`src/hw/rtl/salru_fifo.sv`:
```
// two-word queue between front end and back end
// no dependencies beyond its parameter
`default_nettype none

module salru_fifo #(
	parameter int unsigned DW = 8
) (
	input  wire logic          clk,
	input  wire logic          arst_n,
	input  wire logic          wr_valid,
	output logic               wr_ready,
	input  wire logic [DW-1:0] wr_data,
	output logic               rd_valid,
	input  wire logic          rd_ready,
	output logic [DW-1:0]      rd_data
);

	logic [DW-1:0] mem_q [2];
	logic          wp_q;
	logic          rp_q;
	logic [1:0]    cnt_q;
	logic          do_wr;
	logic          do_rd;

	assign wr_ready = (cnt_q != 2'd2);
	assign rd_valid = (cnt_q != 2'd0);
	assign rd_data = mem_q[rp_q];
	assign do_wr = wr_valid && wr_ready;
	assign do_rd = rd_valid && rd_ready;

	// pointers and fill count
	always_ff @(posedge clk or negedge arst_n) begin
		if (!arst_n) begin
			wp_q <= 1'b0;
			rp_q <= 1'b0;
			cnt_q <= 2'd0;
		end else begin
			if (do_wr) wp_q <= ~wp_q;
			if (do_rd) rp_q <= ~rp_q;
			cnt_q <= cnt_q + 2'(do_wr) - 2'(do_rd);
		end
	end

	always_ff @(posedge clk) begin
		if (do_wr) mem_q[wp_q] <= wr_data;
	end

endmodule

`default_nettype wire

```
`config.mk`:
```
export PLATFORM = sky130hd
export DESIGN_NAME = salru_fifo
export DESIGN_NICKNAME = d
export VERILOG_FILES = /design/src/hw/rtl/salru_fifo.sv
export SDC_FILE = /design/constraint.sdc
export NUM_CORES = 1
export LEC_CHECK = 0
export ABC_CLOCK_PERIOD_IN_PS = 2180
export BUFFER_PORTS_ARGS = -buffer_cell sky130_fd_sc_hd__buf_2
export CAP_MARGIN = 15
export CORE_UTILIZATION = 40
export CTS_CLUSTER_SIZE = 25
export DETAILED_ROUTE_END_ITERATION = 6
export PLACE_DENSITY_LB_ADDON = 0.12
export SETUP_SLACK_MARGIN = 0.2
export SLEW_MARGIN = 25
export SYNTH_ARGS = -nofsm -noshare
export SYNTH_HDL_FRONTEND = slang
export SYNTH_SLANG_ARGS = --single-unit
```
`constraint.sdc`:
```
create_clock -name clk -period 2.18 [get_ports clk]
set_input_delay 0.109 -clock clk [delete_from_list [all_inputs] [get_ports clk]]
set_output_delay 0.109 -clock clk [all_outputs]
set_load 0.02 [all_outputs]
```
Word-level counts from Yosys, hierarchy flattened:

Memory sizes are Yosys's and may differ from the RTL's.
Index checks and enable logic that the tools add are counted.

* register bits: 4
* output and inout bits: 10
* RAM bits: 16
* input bits: 12
* memories kept: 1
* word-level logic and storage cells: 14

* mux-type cells: 2
* add/sub/neg operators: 2
* reduce and logical (&&, ||, !) cells: 3
* bitwise gates (word level): 2
* eq/ne operators: 1

Memory list
* mem_q: words 2, width 8, rd ports 1, clocked after Yosys merged registers in 0, write ports 1, RTL line 18 `logic [DW-1:0] mem_q [2];`

Operator list (count)
* 2-bit by 1-bit adder with 2-bit output: 1
* 1-bit logical AND: 2
* 1-bit two-way mux: 2
* 2-bit inequality test (second input constant): 1
* 1-bit inverter: 2
* 2-bit nonzero test: 1
* 2-bit by 1-bit subtractor with 2-bit output: 1

Depth between registers and ports, before layout:

Gate-level depths: netlist of the first run.

* depth after elaboration: 4
* mapped depth: 7
* gate-level depth less buffers: 7

Worst setup path before layout of the first run:

Ideal clock, no wire load.

* kind: register to register
* start: register cnt_q[1]
* end: register cnt_q[1]
* required time: 2.057 ns
* period minus slack after synthesis: 1.721 ns
* cell stages (with the launch flop): 8
* setup slack: 0.459 ns
* arrival time: 1.599 ns
* library setup time: 0.123 ns
* buffers on the path: 0
* path through: dfrtp_1 > or2_1 > and2_4 > ha_1 > inv_1 > ha_1 > xnor2_1 > xnor2_1

* elaborated cells between the ends (all ways): 6
* those cells by class: add/sub (2); eq/ne (1); reduce/logical (3)

RTL lines
* start: declaration: RTL line 21 `logic [1:0] cnt_q;`
* start signal: assignment: RTL line 40 `cnt_q <= cnt_q + 2'(do_wr) - 2'(do_rd);`
* 2-bit nonzero test: RTL line 26 `assign rd_valid = (cnt_q != 2'd0);`
* via rd_valid: RTL line 13 `output logic rd_valid,`
* 1-bit logical AND: RTL line 29 `assign do_rd = rd_valid && rd_ready;`
* via do_rd: RTL line 23 `logic do_rd;`
* 2-bit by 1-bit subtractor with 2-bit output: RTL line 40

The timed path passes the listed nets, and every way through them passes these cells.
A chain may end at the register's enable or synchronous reset.

Final worst setup path of the first run:

* start: register cnt_q[1]
* end: register cnt_q[1]

* elaborated cells between the ends (all ways): 6
* those cells by class: add/sub (2); eq/ne (1); reduce/logical (3)

RTL lines (RTL line)
* 2-bit nonzero test: 26
* 1-bit logical AND: 29
* via do_rd: 23
* 2-bit by 1-bit subtractor with 2-bit output: 40

The timed path passes the listed nets, and every way through them passes these cells.

==> impl_metrics.yaml, run 1 <==
global_route:
  grt_max_degree: 13
  global_route.usage.total: 0.1225
  number_of_global_route_vias_before_repair: 427
  grt_first_pass_wirelength_um: 1711
  grt-ovfl-total: 0
  initial_antenna_violation_count: 0
floorplan:
  die_area_mm2: 0.002116
  boundaryPins: 22
  initial_core_util: 0.4390
  die_h_um: 46
  count_of_standard_cell_rows: 15
  dieWidth_um: 46
  core_area_mm2: 0.001764
finish:
  utilization: 0.5986
  share_of_final_layout_standard_cells_stronger_than_drive_strength_1: 0.3553
  total_area_of_sequential_cells_um2: 580.6
  antenna_cells: 0
  final_design_area_no_fill_mm2: 0.001056
  fillers: 156
  area_growth_pct: 36.35
  finalNetCount: 91
  post_layout_nonfiller_instances: 101
  multi_input_comb_area_um2: 185.2
place:
  post-place-cells: 88
  gp_congestion: 0.6365
  port_buffers: 21
  detailedPlace.worstSlack_ns: 0.5282
  postPlaceCellArea_um2: 913.4
clock_tree:
  cts.htree.levels: 1
  cts_tree: "yes"
  clock_tree.buffer_depth: 2
  cts_buffers: 3
  cts_hold_buf: 9
  clkLatencyLatePin_ns: 0.29
  cts.reportedPaths.clkPinSlew_ns: 0.11
  post_cts.repair.setup_buffers: 0
  ctsRootBufferMaster: "sky130_fd_sc_hd__clkbuf_4"
  clkSinkCount: 20
  cts_repair_resize_count: 0
worst_hold_path:
  hold_path_stages: 3
  hold_class: "in2reg"
synthesis:
  postSynthRegisterBits: 20
  synth_cells: 42
  synth.avg_cell_area_um2: 18.44
  synth.yosys.warnings: 0
  syn-num-nets: 56
  synth.cell_area_um2: 774.5
  synth_cell_types: 14
  ys_seq_area_frac: 0.7496
sta:
  portion_of_the_clock_cycle_consumed_by_the_worst_path_in_the_final_layout: 0.7616
  max_freq_ghz: 0.6023
  grt_setup_unrepaired: "no"
  report.final.setup_viol: 0
  final.hold.worst_slack_ns: 0.1065
  timing_max_transition_violations_final: 0
  timing.final.ws_setup_ns: 0.5197
  final_period_minus_worst_setup_slack_ns: 1.660
  worst_pin_slew_ns: 0.4154
  finalHoldViolCount: 0
  totalNegativeSetupSlack_ns: 0
  clock_skew_ns: 0.001841
  slew_headroom: 0.7220
worst_setup_path:
  worstReg2RegStart: "cnt_q[1]"
  crit_fanout: 3
  timing.critical_path.required_ns: 2.41
  startpoint_type: "register"
  r2r_end: "cnt_q[1]"
  crit_path_end: "cnt_q[1]"
  setup.worst_path.end_class: "register"
  critical_path_arrival_ns: 1.89
  setup.reg_to_reg.worst_slack_ns: 0.52
  worst-setup-path-type: "reg2reg"
  setup.worst_path.start: "cnt_q[1]"
  depth_of_the_worst_register_to_register_path: 7
detailed_routing:
  vias_per_cell: 4.525
  detailed_router_iteration_count_before_antenna_repair: 2
  post-route-drc-count: 0
  vias: 457
  wl_um: 1208
  detailedRoute.firstIterationViolations: 4
  route.detailed.wl_per_inst_um: 11.96
  final_antenna_violating_net_count: 0
job:
  max_cap_viol_count: 0
power_and_ir_drop:
  power_per_cell_area_mw_per_mm2: 1294
  leakage_nw: 0.4300
  power_mw: 1.366
  power.ir.vdd_worst_v: 0.0007110
outcome:
  status: "completed"
==> cells in the mapped netlist <==
| cell | count | area share |
|---|---|---|
| sky130_fd_sc_hd__nand2_1 | 1 | 0.0048 |
| sky130_fd_sc_hd__edfxtp_1 | 16 | 0.62 |
| sky130_fd_sc_hd__mux2_1 | 8 | 0.12 |
| sky130_fd_sc_hd__buf_2 | 1 | 0.0065 |
| sky130_fd_sc_hd__or2_1 | 1 | 0.0081 |
| sky130_fd_sc_hd__ha_1 | 2 | 0.032 |
| sky130_fd_sc_hd__and3_1 | 1 | 0.0081 |
| sky130_fd_sc_hd__xnor2_1 | 3 | 0.034 |
| sky130_fd_sc_hd__nand2b_1 | 1 | 0.0081 |
| sky130_fd_sc_hd__xor2_1 | 1 | 0.011 |
| sky130_fd_sc_hd__dfrtp_1 | 4 | 0.13 |
| sky130_fd_sc_hd__inv_1 | 1 | 0.0048 |
| sky130_fd_sc_hd__nor2_1 | 1 | 0.0048 |
| sky130_fd_sc_hd__and2_4 | 1 | 0.011 |
==> layout by cell type, fill, tap and decap left out, types with 2 or more instances in the layout <==
master,instances
sky130_fd_sc_hd__clkbuf_4,3
sky130_fd_sc_hd__xnor2_1,3
sky130_fd_sc_hd__dlygate4sd3_1,9
sky130_fd_sc_hd__buf_2,21
sky130_fd_sc_hd__mux2_1,8
sky130_fd_sc_hd__dfrtp_1,4
sky130_fd_sc_hd__edfxtp_1,16
sky130_fd_sc_hd__ha_1,2
==> worst min path at each step <==
stage | slack, ns | startpoint | to
floorplan | -0.19 | arst_n | cnt_q[0]
global placement | -0.08 | arst_n | cnt_q[0]
detailed placement | -0.08 | arst_n | cnt_q[0]
CTS | 0.10 | rd_ready | rp_q
global route | 0.11 | rd_ready | rp_q
finish | 0.11 | rd_ready | rp_q
==> per-layer routing <==
layer  vias up  routed length, µm  share of wire  global-route usage
met3         0                 48          0.040             0.02381
met5         -                  0              0                   0
met4         0                  0              0             0.05294
met2         9                675           0.56              0.2310
met1       225                485           0.40              0.1289
li1        223                  -              -                   -
==> flip-flops by register name, indices dropped and copies added, names as in the netlist <==
name	cells
cnt_q	2
wp_q	1
rp_q	1
mem_q	16
==> layout make-up <==
| class | count | share of cell area |
|---|---|---|
| Tap cell | 25 | 0.02962 |
| Multi-Input combinational cell | 20 | 0.1754 |
| Sequential cell | 20 | 0.5498 |
| Clock inverter | 1 | 0.02844 |
| Inverter | 1 | 0.003555 |
| Clock buffer | 3 | 0.02133 |
| Timing Repair Buffer | 31 | 0.1919 |
==> critical path, cell delays in order, from the launching register on <==
cell and delay [ns]:
sky130_fd_sc_hd__dfrtp_1 0.43, sky130_fd_sc_hd__or2_1 0.24, sky130_fd_sc_hd__and2_4 0.16, sky130_fd_sc_hd__ha_1 0.26, sky130_fd_sc_hd__inv_1 0.04, sky130_fd_sc_hd__ha_1 0.17, sky130_fd_sc_hd__xnor2_1 0.16, sky130_fd_sc_hd__xnor2_1 0.13
==> report_power, final <==
group | internal [mW] | switching [mW]
registers | 0.534 | 0.0698
clock network | 0.186 | 0.112
logic | 0.209 | 0.256
==> cells by family after synthesis <==
logic type | synth area share
flip-flops | 0.7496
XOR/XNOR | 0.04524
buffers and inverters | 0.01130
multiplexers | 0.1163
adder cells (fa/ha/maj) | 0.03231
AND/OR/NAND/NOR | 0.04524
No activity file was read; power rests on OpenSTA's default activity.
==> run 2, diff against run 1 <==
--- a/config.mk
+++ b/config.mk
@@ -5,7 +5,7 @@
 export SDC_FILE = /design/constraint.sdc
 export NUM_CORES = 1
 export LEC_CHECK = 0
-export ABC_CLOCK_PERIOD_IN_PS = 2180
+export ABC_CLOCK_PERIOD_IN_PS = 1600
 export BUFFER_PORTS_ARGS = -buffer_cell sky130_fd_sc_hd__buf_2
 export CAP_MARGIN = 15
 export CORE_UTILIZATION = 40
==> constraint.sdc (replaced) <==
create_clock -name clk -period 1.6 [get_ports clk]
set_input_delay 0.08 -clock clk [delete_from_list [all_inputs] [get_ports clk]]
set_output_delay 0.08 -clock clk [all_outputs]
set_load 0.02 [all_outputs]
==> run 2 against run 1 <==
Compared with the run above:
- the flow now finishes with violations (negative setup slack)
- register-to-register slack worse by 0.53 ns
- final cell count grew 11%
- sequential cell count stayed put
- utilization is 11 points higher
- power up 67%
- sequential share of layout area down 8.4 points
- combinational power grew to 2.7 times the previous value
- via count up 9.8%
- routed wire length up 24%
- setup slack worse by 0.53 ns
- die area is the same
- non-clock buffer count is 11 higher
- critical path type unchanged
- critical endpoint unchanged
- largest power group is now combinational cells
==> impl_metrics.yaml, run 2 (synthesized netlist as in run 1, its figures left out) <==
sta:
  final_period_minus_worst_setup_slack_ns: 1.609
  max_freq_ghz: 0.6217
  worst_pin_slew_ns: 0.2123
  slew_headroom: 0.8584
  finalHoldViolCount: 0
  grt_setup_unrepaired: "yes"
  portion_of_the_clock_cycle_consumed_by_the_worst_path_in_the_final_layout: 1.005
  timing.final.ws_setup_ns: -0.008550
  report.final.setup_viol: 1
  final.hold.worst_slack_ns: 0.1134
  clock_skew_ns: 0.004833
  timing_max_transition_violations_final: 0
worst_setup_path:
  startpoint_type: "register"
  cpLargestDelayFamily: "adder cells"
  critical_path.slowest_cell: "sky130_fd_sc_hd__dfrtp_1"
  crit_fanout: 3
  timing.critical_path.required_ns: 1.78
  path_buf_inv: 1
  path_cells: "or2_4 > and2_4 > ha_4 > inv_2 > ha_4 > xnor2_2 > xnor2_1"
  critical_path_arrival_ns: 1.79
  worst-setup-path-type: "reg2reg"
  setup.worst_path.end_class: "register"
  crit_path_frequent_cell: "sky130_fd_sc_hd__ha_4"
  crit_path_max_incr_delay_ns: 0.41
clock_tree:
  ctsRootBufferMaster: "sky130_fd_sc_hd__clkbuf_4"
  cts.reportedPaths.clkPinSlew_ns: 0.11
  cts_buffers: 3
  cts_tree: "yes"
  clkLatencyLatePin_ns: 0.29
  clock_tree.buffer_depth: 2
  clkSinkCount: 20
  cts.htree.levels: 1
detailed_routing:
  detailedRoute.firstIterationViolations: 12
  route.detailed.wl_per_inst_um: 13.32
  final_antenna_violating_net_count: 0
  vias: 502
  post-route-drc-count: 0
  detailed_router_iteration_count_before_antenna_repair: 4
  wl_um: 1492
  vias_per_cell: 4.482
floorplan:
  dieWidth_um: 46
  die_area_mm2: 0.002116
  die_h_um: 46
  boundaryPins: 22
  initial_core_util: 0.4390
  core_area_mm2: 0.001764
  count_of_standard_cell_rows: 15
global_route:
  grt.busiest_layer: "met2"
  initial_antenna_violation_count: 0
  grt_first_pass_wirelength_um: 1876
  grt_util_met2: 0.2563
  number_of_global_route_vias_before_repair: 459
  global_route.usage.total: 0.1358
  grt_max_degree: 12
  grt-ovfl-total: 0
  grt_use_met1: 0.1470
  met3_track_demand_over_resource_in_global_routing: 0.02778
finish:
  registers.top_by_ff_count: "mem_q"
  area_growth_pct: 61.39
  mostFrequentLayoutCells: "sky130_fd_sc_hd__edfxtp_1 (16), sky130_fd_sc_hd__buf_2 (13), sky130_fd_sc_hd__buf_6 (12)"
  antenna_cells: 0
  finalNetCount: 102
  fillers: 132
  largest_register_ffs: 16
  layout.cells.most_common: "sky130_fd_sc_hd__edfxtp_1"
  largest_regs: "mem_q (16), cnt_q (2)"
  final_design_area_no_fill_mm2: 0.001250
  share_of_final_layout_standard_cells_stronger_than_drive_strength_1: 0.6207
place:
  port_buffers: 21
  gp_congestion: 0.5907
  detailedPlace.worstSlack_ns: -0.03458
  postPlaceCellArea_um2: 943.4
  dp_hpwl_um: 794.4
power_and_ir_drop:
  power_per_cell_area_mw_per_mm2: 1828
  leakage_nw: 0.5295
  power.ir.vdd_worst_v: 0.001050
outcome:
  status: "finished with violations"
  failing_checks: "negative setup slack"
worst_hold_path:
  hold_class: "in2async"
job:
  max_cap_viol_count: 0
[run 2: report_power, final]
group | switching (mW) | total (mW) | internal (mW)
sequential | 0.0675 | 0.798 | 0.731
combinational | 0.535 | 1.25 | 0.719
clock | 0.142 | 0.232 | 0.0905
total | 0.744 | 2.28 | 1.54
[run 2: area by class of cell]
type                            instances  area [µm²]  share of cell area
Tap cell                               25       31.28             0.02503
Multi-Input combinational cell         20       256.5              0.2052
Sequential cell                        20       581.8              0.4655
Clock inverter                          1       3.754            0.003003
Timing Repair Buffer                   42       350.3              0.2803
Inverter                                1       3.754            0.003003
Clock buffer                            3       22.52             0.01802
[run 2: final timing paths]
kind,start,slack [ns],end,depth (start not counted)
max in group asynchronous,arst_n,1.35,rp_q,2
max,cnt_q[0],-0.009,cnt_q[1],7
min,arst_n,0.11,cnt_q[1],2
min reg2reg,wp_q,0.54,wp_q,1
min in group clk,rd_ready,0.20,rp_q,4
max reg2reg,cnt_q[0],-0.009,cnt_q[1],7
[run 2: through the flow]
step | power (mW) | setup TNS (ns) | cells | util
2_1_floorplan | 1.310 | -0.01234 | 42 | -
3_3_place_gp | 1.517 | -0.03701 | 89 | 0.5348
3_5_place_dp | 1.524 | -0.03458 | 89 | 0.5348
4_1_cts | 1.967 | 0 | 109 | 0.6447
5_1_grt | 2.389 | -0.07422 | 112 | 0.7085
6_report | 2.284 | -0.008550 | 112 | 0.7085
[run 2: metal layers]
| layer | vias to the layer above | wire [µm] |
|---|---|---|
| met1 | 244 | 580 |
| met5 | - | 0 |
| met2 | 13 | 868 |
| li1 | 245 | - |
| met4 | 0 | 0 |
| met3 | 0 | 43 |
[run 2: repair_timing]
item / CTS / global route
gates resized for setup: 6 / 27
buffers inserted: 7 / 3
endpoints found under the hold margin: 20 / 0
pin swaps: 4 / 0
hold buffers: 9 / 0
endpoints found under the setup margin: 10 / 18
==> run 3, diff against run 2 <==
--- a/config.mk
+++ b/config.mk
@@ -5,9 +5,11 @@
 export SDC_FILE = /design/constraint.sdc
 export NUM_CORES = 1
 export LEC_CHECK = 0
-export ABC_CLOCK_PERIOD_IN_PS = 1600
+export ABC_CLOCK_PERIOD_IN_PS = 1690
 export BUFFER_PORTS_ARGS = -buffer_cell sky130_fd_sc_hd__buf_2
 export CAP_MARGIN = 15
+export CELL_PAD_IN_SITES_DETAIL_PLACEMENT = 0
+export CELL_PAD_IN_SITES_GLOBAL_PLACEMENT = 1
 export CORE_UTILIZATION = 40
 export CTS_CLUSTER_SIZE = 25
 export DETAILED_ROUTE_END_ITERATION = 6
==> constraint.sdc (replaced) <==
create_clock -name clk -period 1.69 [get_ports clk]
set_input_delay 0.0845 -clock clk [delete_from_list [all_inputs] [get_ports clk]]
set_output_delay 0.0845 -clock clk [all_outputs]
set_load 0.02 [all_outputs]
==> run 3 against run 2 <==
Compared with the run above:
- the run now ends clean
- setup slack improved by 0.087 ns
- routed wire length fell by 23%
- final cell count fell by 7.1%
- clock power fell by 7%
- first-iteration DRC count fell by 83%
- largest cell class unchanged
- largest power group is now registers
==> impl_metrics.yaml, run 3 (synthesized netlist as in run 1, its figures left out) <==
floorplan:
  die_h_um: 46
  dieWidth_um: 46
  boundaryPins: 22
  initial_core_util: 0.4390
  die_area_mm2: 0.002116
  core_area_mm2: 0.001764
  count_of_standard_cell_rows: 15
finish:
  share_of_final_layout_standard_cells_stronger_than_drive_strength_1: 0.4304
  largest_regs: "mem_q (16), cnt_q (2)"
  layout.cells.most_common: "sky130_fd_sc_hd__buf_2"
  antenna_cells: 0
  final_design_area_no_fill_mm2: 0.001079
  utilization: 0.6113
  registers.top_by_ff_count: "mem_q"
  post_layout_nonfiller_instances: 104
  largest_register_ffs: 16
  area_growth_pct: 39.26
  fillers: 152
  mostFrequentLayoutCells: "sky130_fd_sc_hd__buf_2 (21), sky130_fd_sc_hd__edfxtp_1 (16), sky130_fd_sc_hd__dlygate4sd3_1 (9)"
  finalNetCount: 94
worst_setup_path:
  setup.worst_path.end_class: "register"
  worst-setup-path-type: "reg2reg"
  timing.critical_path.required_ns: 1.87
  crit_fanout: 3
  critical_path_arrival_ns: 1.79
  startpoint_type: "register"
sta:
  final_period_minus_worst_setup_slack_ns: 1.611
  timing.final.ws_setup_ns: 0.07851
  finalHoldViolCount: 0
  grt_setup_unrepaired: "yes"
  worst_pin_slew_ns: 0.3987
  timing_max_transition_violations_final: 0
  final.hold.worst_slack_ns: 0.1182
  report.final.setup_viol: 0
  totalNegativeSetupSlack_ns: 0
  portion_of_the_clock_cycle_consumed_by_the_worst_path_in_the_final_layout: 0.9535
  max_freq_ghz: 0.6205
  slew_headroom: 0.7342
  clock_skew_ns: 0.001595
global_route:
  grt-ovfl-total: 0
  global_route.usage.total: 0.1229
  grt_max_degree: 12
  grt_first_pass_wirelength_um: 1731
  initial_antenna_violation_count: 0
  number_of_global_route_vias_before_repair: 448
detailed_routing:
  detailedRoute.firstIterationViolations: 2
  wl_um: 1154
  route.detailed.wl_per_inst_um: 11.10
  post-route-drc-count: 0
  vias_per_cell: 4.404
  vias: 458
  final_antenna_violating_net_count: 0
  detailed_router_iteration_count_before_antenna_repair: 2
clock_tree:
  clkLatencyLatePin_ns: 0.28
  cts.reportedPaths.clkPinSlew_ns: 0.10
  ctsRootBufferMaster: "sky130_fd_sc_hd__clkbuf_4"
  cts_buffers: 3
  cts.htree.levels: 1
  clkSinkCount: 20
  cts_tree: "yes"
  clock_tree.buffer_depth: 2
power_and_ir_drop:
  power_mw: 1.685
  power_per_cell_area_mw_per_mm2: 1563
  leakage_nw: 0.4363
  power.ir.vdd_worst_v: 0.0008896
place:
  port_buffers: 21
  post-place-cells: 89
  detailedPlace.worstSlack_ns: 0.04264
  gp_congestion: 0.6544
  dp_hpwl_um: 739.1
  postPlaceCellArea_um2: 938.4
job:
  max_cap_viol_count: 0
outcome:
  status: "completed"
worst_hold_path:
  hold_class: "in2async"
-- run 3: cell count changes in the layout (fill, tap and decap cells not counted), sizes merged --
cell / before / now
buf: 33 / 25
-- run 3: repair_timing --
| item | 4_1_cts | 5_1_grt |
|---|---|---|
| hold endpoints to repair | 20 | 0 |
| gates resized for setup | 2 | 0 |
| endpoints found under the setup margin | 9 | 1 |
| pin swaps | 0 | 1 |
| hold buffers | 9 | 0 |
| buffers inserted | 2 | 0 |
-- run 3: worst paths after layout --
path                                 end  startpoint  depth (start not counted)  slack (ns)
max in group asynchronous           rp_q      arst_n                          2        1.44
worst min register to register      wp_q        wp_q                          1        0.51
min in group clk                    wp_q    wr_valid                          3        0.17
worst max register to register  cnt_q[1]    cnt_q[0]                          7        0.08
worst min-delay path            cnt_q[0]      arst_n                          2        0.12
worst max-delay path            cnt_q[1]    cnt_q[0]                          7        0.08
-- run 3: area by class of cell --
cell class	count	area [µm²]	share of cell area
clock buffer	3	22.52	0.02088
clock inverter	1	3.754	0.003480
inverter	1	3.754	0.003480
multi-input combinational	20	210.2	0.1949
sequential	20	581.8	0.5394
tap	25	31.28	0.02900
timing repair buffer	34	225.2	0.2088
-- run 3: report_power, final --
part | total [mW] | internal, mW | switching [mW] | leakage, nW
Sequential | 0.780 | 0.691 | 0.0889 | 0.194
Combinational | 0.690 | 0.336 | 0.353 | 0.227
Clock | 0.215 | 0.0857 | 0.130 | 0.0154
-- run 3: worst max-delay path, cell delays in order (launching register included) --
cell and delay (ns):
sky130_fd_sc_hd__dfrtp_1 0.41, sky130_fd_sc_hd__or2_4 0.25, sky130_fd_sc_hd__and2_4 0.15, sky130_fd_sc_hd__ha_4 0.24, sky130_fd_sc_hd__inv_1 0.03, sky130_fd_sc_hd__ha_2 0.17, sky130_fd_sc_hd__xnor2_2 0.13, sky130_fd_sc_hd__xnor2_1 0.12
-- run 3: routing by layer --
metal  vias to the layer above  GRT usage  wire [µm]
met5                         -          0          0
met4                         0    0.05294          0
met3                         0    0.03571         53
met2                        13     0.2282        573
met1                       218     0.1250        527
li1                        227          -          -
