[src/hw/rtl/salru_pkg.sv]
// shared constants for the set-associative lru tag store
// no dependencies
`default_nettype none

package salru_pkg;

	// payload widths
	localparam int unsigned ADDR_W = 31;
	localparam int unsigned TIME_W = 32;
	localparam int unsigned WAY_OUT_W = 2;

	// configuration port
	localparam int unsigned CFG_IDX_W = 1;
	localparam int unsigned CFG_DATA_W = 7;
	localparam int unsigned NSETS_W = 7;
	localparam int unsigned NWAYS_W = 3;

	localparam logic [CFG_IDX_W-1:0] REG_NUM_SETS = 1'd0;
	localparam logic [CFG_IDX_W-1:0] REG_NUM_WAYS = 1'd1;

	localparam logic [NSETS_W-1:0] NUM_SETS_RST = 7'd64;
	localparam logic [NWAYS_W-1:0] NUM_WAYS_RST = 3'd4;

	// default geometry
	localparam int unsigned SETS_DEF = 64;
	localparam int unsigned WAYS_DEF = 4;

endpackage

`default_nettype wire

[src/hw/rtl/salru_if.sv]
// handshake channels for lookup words and result words
// depends on salru_pkg
`default_nettype none

interface salru_in_if;
	logic                          valid;
	logic                          ready;
	logic [salru_pkg::ADDR_W-1:0]  address;
	logic [salru_pkg::TIME_W-1:0]  access_time;

	modport source (output valid, output address, output access_time, input ready);
	modport sink (input valid, input address, input access_time, output ready);
endinterface


`default_nettype wire

[src/hw/rtl/salru_front.sv]
// front end: accepts a lookup word and finds its set with a bit-serial remainder
// depends on salru_pkg, salru_in_if
`default_nettype none

module salru_front #(
	parameter int unsigned SW = 6
) (
	input  wire logic                          clk,
	input  wire logic                          arst_n,
	input  wire logic [salru_pkg::NSETS_W-1:0] ns,
	salru_in_if.sink                           in,
	output logic                               push_valid,
	input  wire logic                          push_ready,
	output logic [salru_pkg::ADDR_W-1:0]       push_addr,
	output logic [salru_pkg::TIME_W-1:0]       push_tim,
	output logic [SW-1:0]                      push_set
);

	localparam int unsigned CNT_W = $clog2(salru_pkg::ADDR_W);
	localparam int unsigned RW = salru_pkg::NSETS_W;

	typedef enum logic [1:0] {ST_IDLE, ST_DIV, ST_PUSH} state_t;

	state_t                        state_q;
	logic [salru_pkg::ADDR_W-1:0]  addr_q;
	logic [salru_pkg::TIME_W-1:0]  tim_q;
	logic [RW-1:0]                 rem_q;
	logic [RW-1:0]                 div_q;
	logic [CNT_W-1:0]              cnt_q;
	logic [RW:0]                   trial;
	logic [RW:0]                   diff;
	logic [RW-1:0]                 rem_nxt;
	logic [SW+RW-1:0]              rem_ext;

	// one restoring step per cycle, msb first
	always_comb begin
		trial = {rem_q, addr_q[cnt_q]};
		diff = trial - {1'b0, div_q};
		rem_nxt = (trial >= {1'b0, div_q}) ? diff[RW-1:0] : trial[RW-1:0];
	end

	always_ff @(posedge clk or negedge arst_n) begin
		if (!arst_n) begin
			state_q <= ST_IDLE;
			cnt_q <= '0;
			rem_q <= '0;
			div_q <= '0;
		end else begin
			unique case (state_q)
				ST_IDLE: begin
					if (in.valid) begin
						state_q <= ST_DIV;
						cnt_q <= CNT_W'(salru_pkg::ADDR_W - 1);
						rem_q <= '0;
						div_q <= ns;
					end
				end
				ST_DIV: begin
					rem_q <= rem_nxt;
					if (cnt_q == '0) begin
						state_q <= ST_PUSH;
					end else begin
						cnt_q <= cnt_q - CNT_W'(1);
					end
				end
				ST_PUSH: begin
					if (push_ready) begin
						state_q <= ST_IDLE;
					end
				end
				default: state_q <= ST_IDLE;
			endcase
		end
	end

	// payload capture
	always_ff @(posedge clk) begin
		if (state_q == ST_IDLE && in.valid) begin
			addr_q <= in.address;
			tim_q <= in.access_time;
		end
	end

	assign in.ready = (state_q == ST_IDLE);
	assign push_valid = (state_q == ST_PUSH);
	assign push_addr = addr_q;
	assign push_tim = tim_q;
	assign rem_ext = {{SW{1'b0}}, rem_q};
	assign push_set = rem_ext[SW-1:0];

endmodule

`default_nettype wire

[src/flat_wrapper.sv]
// flat-port wrapper written by rule: the top's interface ports become plain ports
module salru_front_flat 
#(
	parameter int unsigned SW = 6
)
  (clk, arst_n, ns, push_valid, push_ready, push_addr, push_tim, push_set, in_valid, in_address, in_access_time, in_ready);
  salru_in_if in_i ();
  input  wire logic clk;
  input  wire logic arst_n;
  input  wire logic [salru_pkg::NSETS_W-1:0] ns;
  output logic push_valid;
  input  wire logic push_ready;
  output logic [salru_pkg::ADDR_W-1:0] push_addr;
  output logic [salru_pkg::TIME_W-1:0] push_tim;
  output logic [SW-1:0] push_set;
  input wire logic [$bits(in_i.valid)-1:0] in_valid;
  input wire logic [$bits(in_i.address)-1:0] in_address;
  input wire logic [$bits(in_i.access_time)-1:0] in_access_time;
  output wire logic [$bits(in_i.ready)-1:0] in_ready;
  assign in_i.valid = in_valid;
  assign in_i.address = in_address;
  assign in_i.access_time = in_access_time;
  assign in_ready = in_i.ready;
  salru_front #(.SW(SW)) u_core (.clk(clk), .arst_n(arst_n), .ns(ns), .in(in_i), .push_valid(push_valid), .push_ready(push_ready), .push_addr(push_addr), .push_tim(push_tim), .push_set(push_set));
endmodule
[config.mk]
export PLATFORM = sky130hd
export DESIGN_NAME = salru_front_flat
export DESIGN_NICKNAME = d
export VERILOG_FILES = /design/src/hw/rtl/salru_pkg.sv /design/src/hw/rtl/salru_if.sv /design/src/hw/rtl/salru_front.sv /design/src/flat_wrapper.sv
export SDC_FILE = /design/constraint.sdc
export NUM_CORES = 1
export LEC_CHECK = 0
export BUFFER_PORTS_ARGS = -buffer_cell sky130_fd_sc_hd__buf_2
export CAP_MARGIN = 20
export CORE_MARGIN = 2
export CORE_UTILIZATION = 35
export DETAILED_ROUTE_END_ITERATION = 10
export GPL_TIMING_DRIVEN = 0
export PLACE_DENSITY = 0.61
export SKIP_CTS_REPAIR_TIMING = 1
export SYNTH_ARGS = -nofsm -noshare
export SYNTH_HDL_FRONTEND = slang
export SYNTH_SLANG_ARGS = --single-unit
[constraint.sdc]
create_clock -name clk -period 3.6 [get_ports clk]
set_input_delay 0 -clock clk [delete_from_list [all_inputs] [get_ports clk]]
set_output_delay 0 -clock clk [all_outputs]
set_load 0.005 [all_outputs]
# Word-level counts from Yosys, hierarchy flattened
# Index checks and enable logic that the tools add are counted.
# W data, S select, Z words.
[totals] out_inout_bits=71 wordCells=36 input_bits=74 reg_bits=84
[op_classes] eq_ne=6 magnitude_cmp=2 n_reduce_logical=8 n_addsub=2 muxes=12
[op_table] cell="$mux W7" n=2
[op_table] cell="$pmux W7 S2" n=1
[op_table] cell="$mux W5" n=2
[op_table] cell="$pmux W5 S2" n=1
[op_table] cell="$ge A8 B7 Y1" n=1
[op_table] cell="$sub A7 B7 Y7" n=1
[op_table] cell="$lt A5 B6 Y1 const B" n=1
[op_table] cell="$mux W2" n=3
[op_table] cell="$pmux W2 S3" n=1
[op_table] cell="$reduce_and A3 Y1" n=2
[op_table] cell="$bmux W1 S5" n=1
[op_table] cell="$logic_not A5 Y1" n=1
[op_table] cell="$sub A5 B1 Y5 const B" n=1
[op_table] cell="$ne A2 B1 Y1 const B" n=2
[op_table] cell="$ne A2 B2 Y1 const B" n=2
[op_table] cell="$reduce_and A2 Y1" n=2
[op_table] cell="$eq A2 B1 Y1 const B" n=1
[op_table] cell="$eq A2 B2 Y1 const B" n=1
[op_table] cell="$logic_not A2 Y1" n=1
[op_table] cell="$reduce_bool A2 Y1" n=1
[op_table] cell="$logic_and A1 B1 Y1" n=1
[op_table] cell="$mux W1" n=1

# Depth between registers and ports, before layout
# Gate-level depths: netlist of the first run.
[depth] word_depth=5 mapped_depth=13 depth_no_buf=12

# Worst setup path after synthesis of the first run
# No wires, ideal clock.
[synth_path] path_kind="register -> register" from="register u_core.state_q[0]" to="register u_core.addr_q, in the netlist u_core.push_addr[0] (enable)" n_path_buf=1 stages_incl_launch_ff=4 required_time_ns=3.150 t_arrival_ns=2.909 setup_ns=0.450 setup_slack_ns=0.241 period_less_slack_ns=3.359 path_cell_list="dfrtp_1 > or3b_2 > inv_1 > clkbuf_1"
[synth_between] elab_chain_cells=2
[synth_rtl] item="start: declaration" line="salru_front.sv:24" rtl="state_t state_q;"
[synth_rtl] item="start signal: assignment" line="salru_front.sv:44" rtl="state_q <= ST_IDLE;"
[synth_rtl] item="start signal: assignment" line="salru_front.sv:52" rtl="state_q <= ST_DIV;"
[synth_rtl] item="start signal: assignment" line="salru_front.sv:61" rtl="state_q <= ST_PUSH;"
[synth_rtl] item="$logic_not A2 Y1" line="salru_front.sv:78" rtl="if (state_q == ST_IDLE && in.valid) begin"
[synth_rtl] item="$logic_and A1 B1 Y1" line="salru_front.sv:78"
[synth_rtl] item="end signal: assignment" line="salru_front.sv:79" rtl="addr_q <= in.address;"
[synth_rtl] item="end: declaration" line="salru_front.sv:25" rtl="logic [salru_pkg::ADDR_W-1:0] addr_q;"
# Every way passes these cells.
# A chain may end at the register's enable or synchronous reset.

# Worst setup path after layout of the first run
[layout_path] from="register u_core.cnt_q[0]" to="register u_core.rem_q[0]"
[layout_between] elab_chain_cells=5 elab_cells_between_ends=6 cone_classes="add/sub (1); order compare (1); mux (4)"
[layout_rtl] item="start: declaration" line="salru_front.sv:29" rtl="logic [CNT_W-1:0] cnt_q;"
[layout_rtl] item="start signal: assignment" line="salru_front.sv:53" rtl="cnt_q <= CNT_W'(salru_pkg::ADDR_W - 1);"
[layout_rtl] item="start signal: assignment" line="salru_front.sv:63" rtl="cnt_q <= cnt_q - CNT_W'(1);"
[layout_rtl] item="$bmux W1 S5 *" line="salru_front.sv:37" rtl="trial = {rem_q, addr_q[cnt_q]};"
[layout_rtl] item="$mux W1 (not written as such) *" line="salru_front.sv:37"
[layout_rtl] item="$sub A7 B7 Y7 or $ge A8 B7 Y1 (tied branches)" line="salru_front.sv:38, salru_front.sv:39"
[layout_rtl] item="$mux W7 *" line="salru_front.sv:39" rtl="rem_nxt = (trial >= {1'b0, div_q}) ? diff[RW-1:0] : trial[RW-1:0];"
[layout_rtl] item="$pmux W7 S2 *" line="salru_front.sv:49" rtl="unique case (state_q)"
[layout_rtl] item="end signal: assignment" line="salru_front.sv:59" rtl="rem_q <= rem_nxt;"
[layout_rtl] item="end: declaration" line="salru_front.sv:27" rtl="logic [RW-1:0] rem_q;"
# Every way passes the cells marked *; elsewhere a longest branch is shown, timed or not. The select of a mux whose other input is x is not followed.

==> impl_results.rst, run 1 <==
.. list-table::
   :header-rows: 1

   * - Metric
     - Value
   * - Result of the run
     - finished clean
   * - Cell taking the most area after synthesis
     - edfxtp_1
   * - Num ports
     - 145
   * - Post-route minimum period
     - 3.419 ns
   * - Worst Path Max Fanout
     - 6
   * - Utilization after layout
     - 55.31%
   * - Start of the worst register-to-register path
     - u_core.cnt_q[0]$_DFFE_PN0P_
   * - Post-Place Cell Area
     - 4393 um^2
   * - Via/cell ratio
     - 4.476
   * - Sum of overflow across all layers after global routing
     - 0
   * - # diodes
     - 0
   * - Number of violations reported at the end of detailed-routing iteration 0
     - 75
   * - Clock Path Buffers
     - 2
   * - Register-to-Register Setup Slack
     - 0.18 ns
   * - CTS tree
     - done
   * - Final Wtd Congestion
     - 0.8303
   * - Launch point of the critical path
     - u_core.cnt_q[0]$_DFFE_PN0P_
   * - Post-synthesis average cell area
     - 15.34 um^2
   * - Post-detailed-routing wire length
     - 8.637 mm
   * - Path category of the worst min-delay check
     - input port to async pin
   * - Fraction of post-synthesis cell area in the top cell type by area
     - 54.33%
   * - Syn. warnings
     - 0
   * - Via Count
     - 2659
   * - Worst IR Drop VDD
     - 0.0004699 V
   * - Share of final-layout standard cells stronger than drive strength 1
     - 39.48%
   * - Required time of the critical path
     - 3.89 ns
   * - Worst Reg-to-Reg Cells
     - 13
   * - Leak
     - 0.002292 uW
   * - Commonest cells in the netlist
     - 63 x edfxtp_1, 21 x dfrtp_1, 17 x o21ai_0
   * - Synth Instances
     - 227
   * - Footprint of the multi-input gates
     - 938.4 um^2
   * - Vias in the first global route
     - 2581
   * - Placeable core area
     - 9729 um^2
   * - Die extent in y
     - 103.7 um
   * - Final HPWL from detailed placement
     - 5.570 mm
   * - Fill cell total of the finished layout
     - 845
   * - Number of flip-flops and latches in the synthesized netlist
     - 84
   * - Actual transition at the worst max-transition pin
     - 0.6221 ns
   * - Clock insertion delay at the later pin of the skew report
     - 0.36 ns
   * - Async set or reset register ratio after synthesis
     - 25.00%
   * - First-pass iteration count of the detailed router
     - 4
   * - Final setup violation count
     - 0
   * - Endpoint arrival time on the critical path
     - 3.71 ns
   * - Dominant cell by count in the synthesized netlist
     - edfxtp_1
   * - Number of antenna violations at the first check in global routing
     - 0
   * - Part of the cycle the worst path needs
     - 94.98%
   * - Storage element area
     - 2419 um^2
   * - Setup crit start kind
     - flip-flop
   * - Achievable Freq
     - 0.2925 GHz
   * - Area of the mapped netlist
     - 3482 um^2
   * - Total CTS buffers
     - 9
   * - Residual DRC count
     - 0
   * - Initial Util
     - 35.79%
   * - Tot GR Track Use
     - 14.57%
   * - Area enclosed by the die boundary
     - 10760 um^2
   * - Setup WS pre-CTS
     - -0.02522 ns
   * - Max-slew headroom
     - 57.94%
   * - Clock skew after layout
     - 0.008143 ns
   * - Category of the most critical setup path
     - flip-flop to flip-flop
   * - Fin worst setup slack
     - 0.1808 ns
   * - Cell row count
     - 36
   * - Post-synth EDFFs
     - 63
   * - Critical Path End Type
     - flip-flop
   * - Routed wire per std cell
     - 14.54 um
   * - Number of port buffers
     - 144
   * - Reg-to-reg critical path endpoint
     - u_core.rem_q[0]$_DFFE_PN0P_
   * - Chip width
     - 103.7 um
   * - Share of synthesized area occupied by flip-flops and latches
     - 69.42%
   * - Total number of clock tree sinks
     - 84
   * - First-pass GRT wire length
     - 12.17 mm
   * - Ratio of total power to cell area
     - 668.0 nW/um^2
   * - Synthesized net count
     - 311
   * - Final Instance Area
     - 5381 um^2
   * - Maximum number of pins on one net before global-route repair
     - 43
   * - Post-layout nets
     - 540
   * - Count of cell types in the netlist
     - 46
   * - Depth of the CTS H-tree
     - 3
   * - Cell types occupying the most area after synthesis
     - edfxtp_1 54%, dfrtp_1 15%, mux4_1 4.5%
   * - ANT nets after route
     - 0
   * - Final hold violations
     - 0
   * - Clock tree root driver cell
     - clkbuf_8
   * - Reported max-cap violation count
     - 0
   * - Max-slew violation count
     - 0
   * - Final Total Pwr
     - 3595 uW
   * - Clock transition at the registers of the reported paths
     - 0.08 ns
   * - Main flop type after synthesis
     - edfxtp_1
   * - Signed area change from the synthesized netlist to the final layout
     - 54.55%
==> worst max-delay path by stage <==
stage	end	slack, ns
after floorplan	u_core.push_addr[0]$_DFFE_PP_	0.24
after CTS	u_core.rem_q[0]$_DFFE_PN0P_	-0.08
after global placement	u_core.div_q[1]$_DFFE_PN0P_	-0.74
after detailed placement	u_core.rem_q[0]$_DFFE_PN0P_	-0.03
after global routing	u_core.rem_q[0]$_DFFE_PN0P_	-0.004
final	u_core.rem_q[0]$_DFFE_PN0P_	0.18
==> flip-flops by register name, indices dropped and copies added (netlist names) <==
| register | flops |
|---|---|
| u_core.cnt_q | 5 |
| u_core.push_addr | 31 |
| u_core.state_q | 2 |
| u_core.div_q | 7 |
| u_core.push_tim | 32 |
| u_core.rem_q | 7 |
==> stage by stage <==
| step | hold slack, ns | cells | setup TNS, ns |
|---|---|---|---|
| after floorplan | -0.2956 | 227 | 0 |
| after global placement | -0.005520 | 504 | -51.68 |
| after detailed placement | -0.001004 | 505 | -0.02522 |
| after CTS | -0.3998 | 521 | -0.08008 |
| after global routing | 0.1872 | 594 | -0.004084 |
| final | 0.1310 | 594 | 0 |
==> final cells by class <==
type | count | area share (%)
buffer | 12 | 1.814
clock buffer | 10 | 2.372
clock inverter | 6 | 2.069
inverter | 14 | 0.9765
multi-input combinational | 117 | 17.44
sequential | 84 | 44.94
tap | 133 | 3.092
timing repair buffer | 218 | 27.30
==> layout by cell type, fill, tap and decap left out, types with 2 or more instances in the layout <==
master,instances
a22oi_1,2
a31oi_1,2
buf_2,144
buf_4,7
buf_6,2
bufinv_16,3
clkbuf_1,3
clkbuf_8,9
dfrtp_1,20
dlygate4sd3_1,72
edfxtp_1,63
ha_1,9
inv_1,14
mux2i_1,7
mux4_1,6
nand2_1,16
nand3_1,9
nor2_1,6
nor2b_1,4
nor3_1,2
o211ai_1,5
o21ai_0,17
xnor2_1,2
==> worst max-delay path, stage by stage, from the launching register on <==
cell     delay, ns
dfrtp_2       0.41
buf_4         0.12
mux4_1        0.58
a22oi_1       0.19
mux2_2        0.18
and3_4        0.19
ha_1          0.18
fa_2          0.23
nor2b_1       0.07
o31ai_2       0.34
a21oi_2       0.16
nor2_4        0.26
mux2_4        0.33
o21ai_2       0.10
==> per-layer routing <==
metal | global-route usage (%) | vias up | share of wire [%]
met5 | 0 | - | 0
met4 | 6.757 | 0 | 1.5
met3 | 6.482 | 13 | 7.4
met2 | 22.61 | 88 | 49
met1 | 17.46 | 1245 | 42
li1 | - | 1313 | -
==> power by group <==
group | switching, uW | total (uW) | internal (uW) | leakage [uW]
clock network | 341 | 803 | 462 | 0.000119
logic | 698 | 1440 | 738 | 0.00136
registers | 122 | 1360 | 1230 | 0.000817
==> kinds of logic (layout without fill, tap and decap cells) <==
group	count (synthesis)	after routing	share of synthesized area, %
flip-flops	84	84	69.42
AND/OR/NAND/NOR	51	51	7.690
AO/OA/AOI/OAI	38	38	6.935
buffers and inverters	26	260	4.096
multiplexers	15	15	7.294
adder cells (fa/ha/maj)	10	10	3.809
XOR/XNOR	3	3	0.7547
(Power assumes the default switching activity.)
==> inputs of run 2 (changes only) <==
- REMOVE_ABC_BUFFERS: not set -> 1
- SLEW_MARGIN: not set -> 20
==> impl_results.rst, run 2 (synthesized netlist as in run 1, its figures left out) <==
.. list-table::
   :header-rows: 1

   * - Metric
     - Value
   * - Endpoint arrival time on the critical path
     - 3.68 ns (-0.03 ns)
   * - Worst IR Drop VDD
     - 0.0002683 V (-43%)
   * - Depth of the CTS H-tree
     - 3 (unchanged)
   * - Setup crit start kind
     - flip-flop
   * - Chip width
     - 103.7 um (unchanged)
   * - First-pass iteration count of the detailed router
     - 4 (unchanged)
   * - Utilization after layout
     - 53.63% (-1.7 points)
   * - Number of port buffers
     - 144 (unchanged)
   * - Clock insertion delay at the later pin of the skew report
     - 0.36 ns (about the same)
   * - ANT nets after route
     - 0 (unchanged)
   * - Setup WS pre-CTS
     - -0.2601 ns (-0.2349 ns)
   * - First-pass GRT wire length
     - 12.08 mm (-0.79%)
   * - Final Wtd Congestion
     - 0.7287 (-12%)
   * - Clock tree root driver cell
     - clkbuf_8
   * - Commonest non-fill, non-tap cells in the layout
     - 144 x buf_2, 72 x dlygate4sd3_1, 63 x edfxtp_1
   * - Timing endpoint of the critical path
     - u_core.rem_q[0]$_DFFE_PN0P_
   * - Actual transition at the worst max-transition pin
     - 0.7023 ns (+0.08020 ns)
   * - Residual DRC count
     - 0 (unchanged)
   * - Fin worst setup slack
     - 0.2159 ns (+0.03507 ns)
   * - Final setup violation count
     - 0 (unchanged)
   * - Clock skew after layout
     - 0.008753 ns (+0.0006102 ns)
   * - Post-Place Cell Area
     - 4302 um^2 (-2.1%)
   * - Register-to-Register Setup Slack
     - 0.22 ns (+0.04 ns)
   * - Kind of cell with the highest combined delay on the critical path
     - multiplexers
   * - Number of violations reported at the end of detailed-routing iteration 0
     - 104 (+39%)
   * - Max-slew headroom
     - 52.52% (-5.4 points)
   * - Post-route minimum period
     - 3.384 ns (-0.03507 ns)
   * - Share of final-layout standard cells stronger than drive strength 1
     - 38.31% (-1.2 points)
   * - Sum of overflow across all layers after global routing
     - 0 (unchanged)
   * - Number of antenna violations at the first check in global routing
     - 0 (unchanged)
   * - Critical Path End Type
     - flip-flop
   * - Routed wire per std cell
     - 14.68 um (+0.96%)
   * - Worst Reg-to-Reg Cells
     - 12 (-1)
   * - Leak
     - 0.002206 uW (-3.8%)
   * - Final Total Pwr
     - 3301 uW (-8.2%)
   * - Category of the most critical setup path
     - flip-flop to flip-flop
   * - CTS tree
     - done
   * - Worst Path Max Fanout
     - 6 (unchanged)
   * - Result of the run
     - finished clean
   * - Part of the cycle the worst path needs
     - 94.00% (-0.97 points)
   * - Num ports
     - 145 (unchanged)
   * - Area enclosed by the die boundary
     - 10760 um^2 (unchanged)
   * - Die extent in y
     - 103.7 um (unchanged)
   * - Critical path buffer and inverter count
     - 0 (-1)
   * - Ratio of total power to cell area
     - 632.7 nW/um^2 (-5.3%)
   * - Maximum single-stage delay on the critical path
     - 0.54 ns (-0.04 ns)
   * - Reported max-cap violation count
     - 0 (unchanged)
   * - Signed area change from the synthesized netlist to the final layout
     - 49.84%
   * - CP max stage cell
     - dfrtp_4
   * - Final HPWL from detailed placement
     - 5.364 mm (-3.7%)
   * - Number of flip-flops in the largest register
     - 32 (unchanged)
   * - Achievable Freq
     - 0.2955 GHz (+1.0%)
   * - # diodes
     - 0 (unchanged)
   * - Max-slew violation count
     - 0 (unchanged)
   * - Setup repair after global routing missed its margin
     - no
   * - Initial Util
     - 35.79% (unchanged)
   * - Post-detailed-routing wire length
     - 8.544 mm (-1.1%)
   * - Clock transition at the registers of the reported paths
     - 0.09 ns (about the same)
   * - Start of the worst register-to-register path
     - u_core.cnt_q[0]$_DFFE_PN0P_
   * - Required time of the critical path
     - 3.89 ns (about the same)
   * - Reg-to-reg critical path endpoint
     - u_core.rem_q[0]$_DFFE_PN0P_
   * - Via Count
     - 2631 (-1.1%)
   * - Vias in the first global route
     - 2432 (-5.8%)
   * - Hold Slack
     - 0.1198 ns (-0.01120 ns)
   * - Placeable core area
     - 9729 um^2 (unchanged)
   * - Total number of clock tree sinks
     - 84 (unchanged)
   * - Clock Path Buffers
     - 2 (unchanged)
   * - Launch point of the critical path
     - u_core.cnt_q[0]$_DFFE_PN0P_
   * - Path category of the worst min-delay check
     - input port to async pin
   * - Cell row count
     - 36 (unchanged)
   * - Post-layout nets
     - 528 (-2.2%)
   * - Number of cells on the critical path
     - 12 (-1)
   * - Final Instance Area
     - 5218 um^2 (-3.0%)
   * - Most common cell after layout, fill and taps aside
     - buf_2
   * - Final hold violations
     - 0 (unchanged)
   * - Maximum number of pins on one net before global-route repair
     - 42 (-2.3%)
   * - Tot GR Track Use
     - 14.58% (about the same)
   * - Via/cell ratio
     - 4.521 (+0.99%)
   * - Sequence of cells on the critical path
     - mux4_1, a22oi_1, mux2_2, and3_4, ha_1, fa_1, nor2b_1, o31ai_2, a21oi_1, nor2_4, mux2_4, o21ai_2
   * - Total CTS buffers
     - 9 (unchanged)
==> run 2: stage by stage <==
step,setup TNS [ns],cells
finish,0,582
CTS,-1.290,509
floorplan,0,215
global placement,-0.6926,492
detailed placement,-1.120,493
global route,0,582
==> run 2: worst min-delay path by stage <==
stage | from | to | slack (ns) | cells after the start
floorplan | arst_n | u_core.cnt_q[0]$_DFFE_PN0P_ | -0.30 | 0
global placement | arst_n | u_core.div_q[5]$_DFFE_PN0P_ | -0.01 | 1
detailed placement | arst_n | u_core.rem_q[3]$_DFFE_PN0P_ | -0.01 | 1
CTS | arst_n | u_core.div_q[5]$_DFFE_PN0P_ | -0.40 | 1
global route | arst_n | u_core.div_q[5]$_DFFE_PN0P_ | 0.16 | 2
finish | arst_n | u_core.rem_q[3]$_DFFE_PN0P_ | 0.12 | 2
==> run 2: cell type report <==
type | count | area (um^2)
Fill cell | 847 | 4512
Sequential cell | 84 | 2422
Timing Repair Buffer | 218 | 1481
Multi-Input combinational cell | 117 | 932.1
Tap cell | 133 | 166.4
Clock buffer | 11 | 131.4
Inverter | 14 | 55.05
Clock inverter | 5 | 28.78
==> run 2: where the power goes <==
group	switching (uW)	total, uW	internal (uW)
logic	641	1320	675
clock network	343	590	248
registers	158	1390	1240
total	1140	3300	2160
==> run 2: per-layer routing <==
metal / routed length, um / GRT usage (%)
met5: 0 / 0
met4: 162 / 7.529
met3: 654 / 5.223
met2: 4069 / 22.33
met1: 3657 / 18.25
==> inputs of run 3 (changes only) <==
- CORE_ASPECT_RATIO: not set -> 0.7
==> impl_results.rst, run 3 (synthesized netlist as in run 1, its figures left out) <==
.. list-table::
   :header-rows: 1

   * - Metric
     - Value
   * - Result of the run
     - finished clean
   * - Footprint of the multi-input gates
     - 932.1 um^2 (unchanged)
   * - CTS tree
     - done
   * - Number of port buffers
     - 144 (unchanged)
   * - Number of violations reported at the end of detailed-routing iteration 0
     - 77 (-26%)
   * - Most common cell after layout, fill and taps aside
     - buf_2
   * - Tot GR Track Use
     - 15.21% (+0.62 points)
   * - Via Count
     - 2633 (+0.076%)
   * - Total number of clock tree sinks
     - 84 (unchanged)
   * - Worst Path Max Fanout
     - 6 (unchanged)
   * - Leak
     - 0.002284 uW (+3.5%)
   * - Utilization after layout
     - 55.47% (+1.8 points)
   * - ANT nets after route
     - 0 (unchanged)
   * - Hold Slack
     - 0.1541 ns (+0.03436 ns)
   * - Setup crit start kind
     - flip-flop
   * - Chip width
     - 123.2 um (+19%)
   * - Initial Util
     - 35.96% (+0.17 points)
   * - Num ports
     - 145 (unchanged)
   * - Reported max-cap violation count
     - 0 (unchanged)
   * - Residual DRC count
     - 0 (unchanged)
   * - Post-layout nets
     - 530 (+0.38%)
   * - Sum of overflow across all layers after global routing
     - 0 (unchanged)
   * - Routed wire per std cell
     - 15.50 um (+5.6%)
   * - Max-slew headroom
     - 50.33% (-2.2 points)
   * - Final Total Pwr
     - 3711 uW (+12%)
   * - Area enclosed by the die boundary
     - 10780 um^2 (+0.11%)
   * - Ratio of total power to cell area
     - 690.9 nW/um^2 (+9.2%)
   * - Placeable core area
     - 9684 um^2 (-0.46%)
   * - Critical Path End Type
     - flip-flop
   * - Achievable Freq
     - 0.2934 GHz (-0.72%)
   * - Depth of the CTS H-tree
     - 3 (unchanged)
   * - Share of final-layout standard cells stronger than drive strength 1
     - 39.02% (+0.72 points)
   * - Maximum number of pins on one net before global-route repair
     - 60 (+43%)
   * - Path category of the worst min-delay check
     - input port to async pin
   * - Clock transition at the registers of the reported paths
     - 0.07 ns (-0.02 ns)
   * - Vias in the first global route
     - 2300 (-5.4%)
   * - Max-slew violation count
     - 0 (unchanged)
   * - # diodes
     - 0 (unchanged)
   * - Cell row count
     - 30 (-17%)
   * - Final hold violations
     - 0 (unchanged)
   * - Fin worst setup slack
     - 0.1914 ns (-0.02450 ns)
   * - Die extent in y
     - 87.45 um (-16%)
   * - Actual transition at the worst max-transition pin
     - 0.7347 ns (+0.03240 ns)
   * - Post-detailed-routing wire length
     - 8.972 mm (+5.0%)
   * - Reg-to-reg critical path endpoint
     - u_core.rem_q[0]$_DFFE_PN0P_
   * - Endpoint arrival time on the critical path
     - 3.67 ns (about the same)
   * - Post-route minimum period
     - 3.409 ns (+0.02450 ns)
   * - Required time of the critical path
     - 3.86 ns (-0.03 ns)
   * - Setup repair after global routing missed its margin
     - no
   * - Final Wtd Congestion
     - 0.7652 (+5.0%)
   * - Worst IR Drop VDD
     - 0.0004561 V (+70%)
   * - Commonest non-fill, non-tap cells in the layout
     - 144 x buf_2, 72 x dlygate4sd3_1, 63 x edfxtp_1
   * - Part of the cycle the worst path needs
     - 94.68% (+0.68 points)
   * - Category of the most critical setup path
     - flip-flop to flip-flop
   * - Signed area change from the synthesized netlist to the final layout
     - 54.26%
   * - Fill cell total of the finished layout
     - 822 (-3.0%)
   * - Start of the worst register-to-register path
     - u_core.cnt_q[0]$_DFFE_PN0P_
   * - Clock tree root driver cell
     - clkbuf_16
   * - Number of flip-flops in the largest register
     - 32 (unchanged)
   * - Clock insertion delay at the later pin of the skew report
     - 0.34 ns (-0.02 ns)
   * - Setup WS pre-CTS
     - -0.2680 ns (-0.007836 ns)
   * - First-pass GRT wire length
     - 12.01 mm (-0.52%)
   * - Clock Path Buffers
     - 2 (unchanged)
   * - Clock skew after layout
     - 0.01025 ns (+0.001494 ns)
   * - Number of antenna violations at the first check in global routing
     - 0 (unchanged)
   * - Storage element area
     - 2420 um^2 (-0.10%)
   * - Worst Reg-to-Reg Cells
     - 12 (unchanged)
   * - Total CTS buffers
     - 9 (unchanged)
   * - Final setup violation count
     - 0 (unchanged)
   * - First-pass iteration count of the detailed router
     - 4 (unchanged)
   * - Register-to-Register Setup Slack
     - 0.19 ns (-0.02 ns)
   * - Via/cell ratio
     - 4.547 (+0.59%)
   * - Final HPWL from detailed placement
     - 5.789 mm (+7.9%)
## run 3: where the power goes
part	leakage, uW	internal [uW]	switching, uW
registers	0.000817	1240	152
clock network	0.000157	560	421
logic	0.00131	681	662
total	0.00228	2480	1230
## run 3: metrics by stage
step | area, um^2 | TNS [ns] | instances
global route | 5371 | 0 | 579
CTS | 4618 | -1.410 | 504
global placement | 4273 | -0.9012 | 487
floorplan | 3392 | 0 | 215
finish | 5371 | 0 | 579
detailed placement | 4303 | -1.223 | 488
## run 3: worst max path at each step
| stage | depth (start not counted) | slack, ns | from | to |
|---|---|---|---|---|
| 2_1_floorplan | 12 | 0.37 | u_core.cnt_q[0]$_DFFE_PN0P_ | u_core.rem_q[0]$_DFFE_PN0P_ |
| 3_3_place_gp | 12 | -0.21 | u_core.cnt_q[0]$_DFFE_PN0P_ | u_core.rem_q[0]$_DFFE_PN0P_ |
| 3_5_place_dp | 12 | -0.27 | u_core.cnt_q[0]$_DFFE_PN0P_ | u_core.rem_q[0]$_DFFE_PN0P_ |
| 4_1_cts | 12 | -0.29 | u_core.cnt_q[0]$_DFFE_PN0P_ | u_core.rem_q[0]$_DFFE_PN0P_ |
| 5_1_grt | 12 | 0.007 | u_core.cnt_q[0]$_DFFE_PN0P_ | u_core.rem_q[0]$_DFFE_PN0P_ |
| 6_report | 12 | 0.19 | u_core.cnt_q[0]$_DFFE_PN0P_ | u_core.rem_q[0]$_DFFE_PN0P_ |
## run 3: routing by layer
layer | vias up | global-route usage (%) | part of all wire [%]
li1 | 1286 | - | -
met1 | 1241 | 18.19 | 42
met2 | 97 | 22.83 | 48
met3 | 9 | 9.555 | 8.8
met4 | 0 | 4.339 | 1.2
met5 | - | 0 | 0
## run 3: critical path, cell delays in order, from the launching register on
cell	delay [ns]
dfrtp_2	0.46
mux4_1	0.63
a22oi_1	0.20
mux2_2	0.17
and3_4	0.19
ha_1	0.18
fa_1	0.22
nor2b_1	0.08
o31ai_2	0.26
a21oi_1	0.23
nor2_4	0.29
mux2_4	0.33
o21ai_2	0.10
## run 3: cell type report
cell class	instances	share of cell area, %
Sequential cell	84	45.05
Timing Repair Buffer	220	27.72
Multi-Input combinational cell	117	17.35
Clock buffer	9	4.193
Tap cell	128	2.982
Clock inverter	7	1.677
Inverter	14	1.025
